## src/design/tdpa_pkg.sv

```systemverilog
`timescale 1ns / 1ps

package tdpa_pkg;

	localparam int WORD_WIDTH = 32;
	localparam int FRAC_BITS  = 16;

	// Magnitude of a + |z|, the sum of squares, its root and the remainder of the root cells.
	localparam int AZ_W   = WORD_WIDTH + 1;
	localparam int D_W    = 2 * WORD_WIDTH + 2;
	localparam int HALF_W = D_W / 2;
	localparam int ROOT_W = WORD_WIDTH + 1;
	localparam int RM_W   = ROOT_W + 2;

	// Numerators and denominators of the dividers.
	localparam int PN_W = WORD_WIDTH + FRAC_BITS;
	localparam int AN_W = WORD_WIDTH + AZ_W + 2 * FRAC_BITS;
	localparam int DS_W = D_W + ROOT_W;
	localparam int Q_W  = WORD_WIDTH;

	localparam int CFG_IDX_W = 2;
	localparam int DIMS_W    = 2;
	localparam logic [DIMS_W-1:0] DIMS_RESET = 2'd3;
	localparam logic [WORD_WIDTH-1:0] ONE_FIX = WORD_WIDTH'(1) << FRAC_BITS;

	localparam logic [WORD_WIDTH-1:0] MIN_MAG = {1'b1, {(WORD_WIDTH-1){1'b0}}};
	localparam logic [WORD_WIDTH-1:0] MAX_POS = {1'b0, {(WORD_WIDTH-1){1'b1}}};

	typedef enum logic [CFG_IDX_W-1:0] {
		REG_POINT_MASS   = 2'd0,
		REG_SCALE_LENGTH = 2'd1,
		REG_ACTIVE_DIMS  = 2'd2
	} reg_idx_t;

	typedef struct packed {
		logic signed [WORD_WIDTH-1:0] pos_x;
		logic signed [WORD_WIDTH-1:0] pos_y;
		logic signed [WORD_WIDTH-1:0] pos_z;
	} pos_t;

	typedef struct packed {
		logic signed [WORD_WIDTH-1:0] potential;
		logic signed [WORD_WIDTH-1:0] accel_x;
		logic signed [WORD_WIDTH-1:0] accel_y;
		logic signed [WORD_WIDTH-1:0] accel_z;
		logic                         saturated;
	} res_t;

	// Data that travels alongside the root cells.
	typedef struct packed {
		logic [D_W-1:0]        d;
		logic [WORD_WIDTH-1:0] mx;
		logic [WORD_WIDTH-1:0] my;
		logic [AZ_W-1:0]       baz;
		logic                  px;
		logic                  py;
		logic                  pz;
		logic                  z_zero;
		logic                  d_zero;
	} front_t;

	// Flags that travel alongside the divider cells.
	typedef struct packed {
		logic px;
		logic py;
		logic pz;
		logic z_zero;
		logic d_zero;
	} back_t;

	// Applies the sign to a quotient magnitude and clamps it; the top bit is the clamp flag.
	function automatic logic [WORD_WIDTH:0] emit(input logic [Q_W-1:0] q, input logic ovf,
			input logic neg);
		logic                  big;
		logic [WORD_WIDTH-1:0] v;
		if (neg) begin
			big = ovf || (q > MIN_MAG);
			v   = big ? MIN_MAG : WORD_WIDTH'('0 - q);
		end else begin
			big = ovf || q[Q_W-1];
			v   = big ? MAX_POS : q;
		end
		return {big, v};
	endfunction

endpackage

```

## src/design/tdpa_sqrt_cell.sv

```systemverilog
`timescale 1ns / 1ps

module tdpa_sqrt_cell (
	input  logic                         clk,
	input  logic                         arst_n,
	input  logic                         en,
	input  logic                         valid_in,
	input  tdpa_pkg::front_t             side_in,
	input  logic [tdpa_pkg::RM_W-1:0]    rem_in,
	input  logic [tdpa_pkg::ROOT_W-1:0]  root_in,
	input  logic [tdpa_pkg::D_W-1:0]     dr_in,
	output logic                         valid_out,
	output tdpa_pkg::front_t             side_out,
	output logic [tdpa_pkg::RM_W-1:0]    rem_out,
	output logic [tdpa_pkg::ROOT_W-1:0]  root_out,
	output logic [tdpa_pkg::D_W-1:0]     dr_out
);

	logic [tdpa_pkg::RM_W+1:0] t;
	logic [tdpa_pkg::RM_W+1:0] trial;
	logic [tdpa_pkg::RM_W+1:0] diff;
	logic                      ge;

	// One root bit per cell: bring down the next pair of radicand bits and try 4r+1.
	always_comb begin
		t     = {rem_in, dr_in[tdpa_pkg::D_W-1 -: 2]};
		trial = {{(tdpa_pkg::RM_W - tdpa_pkg::ROOT_W){1'b0}}, root_in, 2'b01};
		diff  = t - trial;
		ge    = (t >= trial);
	end

	always_ff @(posedge clk or negedge arst_n) begin
		if (!arst_n) begin
			valid_out <= 1'b0;
		end else if (en) begin
			valid_out <= valid_in;
		end
	end

	always_ff @(posedge clk) begin
		if (en) begin
			side_out <= side_in;
			rem_out  <= ge ? diff[tdpa_pkg::RM_W-1:0] : t[tdpa_pkg::RM_W-1:0];
			root_out <= {root_in[tdpa_pkg::ROOT_W-2:0], ge};
			dr_out   <= {dr_in[tdpa_pkg::D_W-3:0], 2'b00};
		end
	end

endmodule

```

## config.mk

```make
export PLATFORM = sky130hd
export DESIGN_NAME = tdpa_sqrt_cell
export DESIGN_NICKNAME = d
export VERILOG_FILES = /design/src/design/tdpa_pkg.sv /design/src/design/tdpa_sqrt_cell.sv
export SDC_FILE = /design/constraint.sdc
export NUM_CORES = 1
export LEC_CHECK = 0
export BUFFER_PORTS_ARGS = -buffer_cell sky130_fd_sc_hd__buf_4
export CAP_MARGIN = 20
export CORE_AREA = 2 2 233 235
export CTS_CLUSTER_DIAMETER = 200
export DETAILED_ROUTE_END_ITERATION = 7
export DIE_AREA = 0 0 235 237
export PLACE_DENSITY_LB_ADDON = 0.08
export SYNTH_ARGS = -nofsm -noshare
export SYNTH_HDL_FRONTEND = slang
export SYNTH_SLANG_ARGS = --single-unit
```

## constraint.sdc

```tcl
create_clock -name clk -period 0.9 [get_ports clk]
set_input_delay 0.135 -clock clk [delete_from_list [all_inputs] [get_ports clk]]
set_output_delay 0.135 -clock clk [all_outputs]
set_load 0.02 [all_outputs]
```

After elaboration in Yosys (flattened, before gate mapping)

Index checks and enable logic that the tools add are counted.

Register bits after elaboration: 301
Input port bits: 306
Output and inout port bits: 303
Logic and storage cells: 16

Add/sub/neg operators: 1
Magnitude comparators: 1
Mux-type cells: 1

Operator list:

| cell                           | number |
|---|---|
| >= comparator 37 x 35 -> 1 bit | 1 |
| 2-to-1 mux 35 bit              | 1 |
| subtractor 35 bit              | 1 |

Depth between registers and ports, before layout

Depth after elaboration: 2
Depth in mapped cells: 13
Gate-level depth less buffers: 10

Least setup slack after synthesis

OpenSTA, ideal clock, no wires.

Path type: input port to flip-flop
Start: input root_in[4] (netlist bit)
End: register rem_out[10] (netlist bit), data pin
Library setup time: 0.260 ns
Arrival: 2.457 ns
Required time: 0.640 ns
Slack: -1.818 ns
Stages: 12
Buffers on the path: 2
Cells stage by stage: inv_1 -> ha_1 -> o21a_1 -> o211ai_2 -> a311oi_1 -> nor4_2 -> a2111oi_2 -> o21a_2 -> o211a_1 -> buf_6 -> buf_12 -> mux2_4

Cells in the longest elaborated chain, start to end: 2
Elaborated cells between the ends (all ways): 3
Classes of those cells: add/sub: 1; order compare: 1; mux: 1

RTL lines:

| item                                                                | line                                       | source |
|---|---|---|
| start: declaration                                                  | tdpa_sqrt_cell.sv:10                       | `input logic [tdpa_pkg::ROOT_W-1:0] root_in,` |
| subtractor 35 bit or >= comparator 37 x 35 -> 1 bit (tied branches) | tdpa_sqrt_cell.sv:28, tdpa_sqrt_cell.sv:29 |  |
| 2-to-1 mux 35 bit (*)                                               | tdpa_sqrt_cell.sv:43                       | `rem_out <= ge ? diff[tdpa_pkg::RM_W-1:0] : t[tdpa_pkg::RM_W-1:0];` |
| end signal: assignment                                              | tdpa_sqrt_cell.sv:43                       |  |
| end: declaration                                                    | tdpa_sqrt_cell.sv:14                       | `output logic [tdpa_pkg::RM_W-1:0] rem_out,` |

Every way passes the cells marked *; elsewhere a longest branch is shown, timed or not.
A chain may end at the register's enable or synchronous reset.

Worst setup path after layout

Start: input root_in[0] (netlist bit)
End: register rem_out[23] (netlist bit), data pin

The elaborated chain is that of the path after synthesis.

==> impl_results.md <==
- Worst-path maximum fanout: 5
- Clk network pwr share: about a third
- Sequential share of power: 41.7%
- Switching share of power: a little over a quarter
- Number of clock sinks: 301
- Final setup margin: -1480 ps
- Crit path time final: ~2400 ps
- Overflow after GRT: 0
- Syn Area/Cell: between 15 and 20 sq um
- Setup TNS: -139690 ps
- Mapped Area: roughly 12000 sq um
- Drt total wl: 49000 um
- RSZ-0062 raised after global routing: yes
- Layout cells sized above 1: about half
- Critical path capture point type: flip-flop
- # Max-Cap Violations: 0
- Fin. Hold Viols: 0
- Fin Hold WS: 63.8 ps
- Post-DP HPWL: 38400 um
- Avg WL per Cell: around 20 um
- Internal power: 0.0309 W
- Clk buf depth: 3
- Area leader, netlist: edfxtp_1
- Cts bufs inserted: 37
- Largest net degree at the start of global routing: between 40 and 50
- Reg2Reg Depth: 1
- Post-synth EDFFs: 300
- Drt initial violations: 369
- Clock transition at the registers of the reported paths: 60 ps
- FF/Latch Area: 9030 sq um
- Outcome: complete, but fails checks
- Initial antenna violation count: 6
- Worst Setup Start Kind: input pin
- Final Slew Violations: 0
- Fill cell instance count of the final layout: 4981
- Vias: 9969
- Synth top area share: a little under 80%
- Clock Skew: 0 ps
- # setup viols final: about 340
- Hold Path Depth: 2
- Synth Register Bits: 301
- Hold WC Path Type: input pin to flip-flop
- Core area: roughly 53000 sq um
- TritonCTS clock tree: built
- R2R Setup Slk: 130 ps
- M3 GR Usage: ~5.3%
- Pwr Density: 1750 nW/um^2
- GPL Wtd Cong: 0.831
- Met2 Usage GRT: 31.8%
- Busiest grt layer: met2
- Number of core rows: 85
- Psw: 0.0112 W
- Fmax: 421 MHz
- Die area: between 50000 and 60000 sq um
- Violated checks: negative setup slack
- Area delta synth->final: 105%
- Number of global-route vias before repair: 10749
- I/O Buffers: between 600 and 700
- Netlist cell types: 58
- Period utilization: 264%
- Sequential share of the synthesized area: 77.2%
- Commonest register cell after synthesis: edfxtp_1
- Area contributors post-synth: edfxtp_1 77%, ha_1 3.7%, mux2_4 3.2%
- Met1 Usage GRT: a little under a fifth
- Vias per inst: 4.00
- Crit path kind: input pin to flip-flop
- Post-DRT Antenna Nets: 0
- Area of the multi-input gates: 2620 sq um
- Ports: 609
- Initial core utilization: 22.0%
- Yosys warnings: 0
- First-pass GRT wire length: 71000 um
- DRC errors left: 0
- Worst vdd ir: ~1.1 mV
- Crit path required time: approximately 1200 ps
- Nets: 2108
- Synth Instances: 658
- Comb power frac: 25.2%
- DIE HEIGHT: 237 um
- Total GRT Usage: approximately 17%
- Clock Latency Late Sink: ~520 ps
- Die Wd: 235 um
- Clk Tree Root Cell: clkbuf_16
- CP arrival: approximately 2700 ps
- Core Util, Final: 45.1%
- H-tree levels: 2
- LEAKAGE: just over 10 nW
- Asr flop ratio synth: 0.332%
- 1st-pass router iterations: 4
-- cells in the mapped netlist, types with 8 or more instances --
library cell and instances:
nor2_1 22, nand4_1 8, nand3_1 9, ha_1 35, a21o_1 26, inv_1 41
mux2_4 25, xnor2_1 19, clkbuf_1 10, o21ai_0 12, edfxtp_1 300, a21oi_1 30
nand2_1 25, xor2_1 14
-- state kept, by name (all words and copies together), names as in the netlist --
register,cells
root_out,33
side_out,168
dr_out,64
rem_out,35
valid_out,1
-- cells in the final DEF (no fill, tap or decap), types with 4 or more instances in the layout --
master,count
a21o_1,26
a21oi_1,27
buf_12,11
buf_4,471
buf_6,304
clkbuf_1,4
clkbuf_16,38
clkinv_1,9
clkinv_2,8
diode_2,5
dlygate4sd3_1,299
edfxtp_1,300
ha_1,26
ha_4,8
inv_1,36
mux2_4,30
nand2_1,25
nand3_1,9
nand4_1,8
nor2_1,22
o21ai_0,10
xnor2_1,18
xor2_1,14
-- metrics by stage --
step | area (sq um) | setup slack, ps | power (W) | cells
after global routing | 24000 | -1550 | 0.0440 | 2494
after CTS | 24000 | -1440 | 0.0429 | 2491
after detailed placement | 18600 | -2060 | 0.0262 | 2118
after floorplan | 11900 | -1600 | 0.0212 | 659
after global placement | 18600 | -2080 | 0.0262 | 2118
final | 24100 | -1480 | 0.0421 | 2495
-- metal layers --
layer / up-vias / wire length [um]
met5: - / 14
met3: 75 / 3260
met4: 2 / 1600
li1: 4764 / -
met2: 326 / 26500
met1: 4802 / 17600
-- final timing paths --
path / startpoint / end
worst max-delay path: root_in[0] / rem_out[23]
max in group asynchronous: arst_n / valid_out
worst min-delay path: en / root_out[19]
worst min register to register: valid_out / valid_out
min in group asynchronous: arst_n / valid_out
worst max register to register: valid_out / valid_out
-- timing repair --
| action | 4_1_cts | 5_1_grt |
|---|---|---|
| setup buffers | 6 | 2 |
| endpoints found under the hold margin | 298 | 0 |
| pin swaps | 2 | 6 |
| setup endpoints to repair | 337 | 337 |
| gates resized for setup | 315 | 19 |
| gates cloned | 2 | 0 |
| hold buffers | 299 | 0 |
-- power by group through the flow --
stage / sequential, W / clock [W] / combinational, W
2_1_floorplan: 0.0192 / 0 / 0.00202
3_3_place_gp: 0.0176 / 0 / 0.00866
3_5_place_dp: 0.0176 / 0 / 0.00867
4_1_cts: 0.0176 / 0.0146 / 0.0108
5_1_grt: 0.0177 / 0.0151 / 0.0112
6_report: 0.0175 / 0.0140 / 0.0106
-- critical path: stages --
cell and delay (ps):
buf_12 90, inv_12 30, ha_4 250, o21a_1 150, o211ai_2 100, buf_4 160
a311oi_4 320, nor4_4 110, a2111oi_4 380, o21a_2 210, o211a_4 230, buf_6 190
mux2_4 310
-- cells by family after synthesis --
logic type / count (synthesis) / share of synthesized area, %
AO/OA/AOI/OAI: 107 / 6.39
XOR/XNOR: 33 / 2.47
adder cells (fa/ha/maj): 35 / 3.74
buffers and inverters: 59 / 2.45
flip-flops: 301 / 77.2
multiplexers: 35 / 4.14
other: 1 / 0.0320
AND/OR/NAND/NOR: 87 / 3.62
-- layout make-up --
cell class | instances | share of cell area, %
antenna | 5 | 0.0520
multi-input combinational | 299 | 10.9
clock inverter | 24 | 0.666
tap | 696 | 3.62
timing repair buffer | 1087 | 42.4
inverter | 41 | 0.754
sequential | 301 | 37.6
clock buffer | 42 | 4.02
No activity file was read; power rests on OpenSTA's default activity.
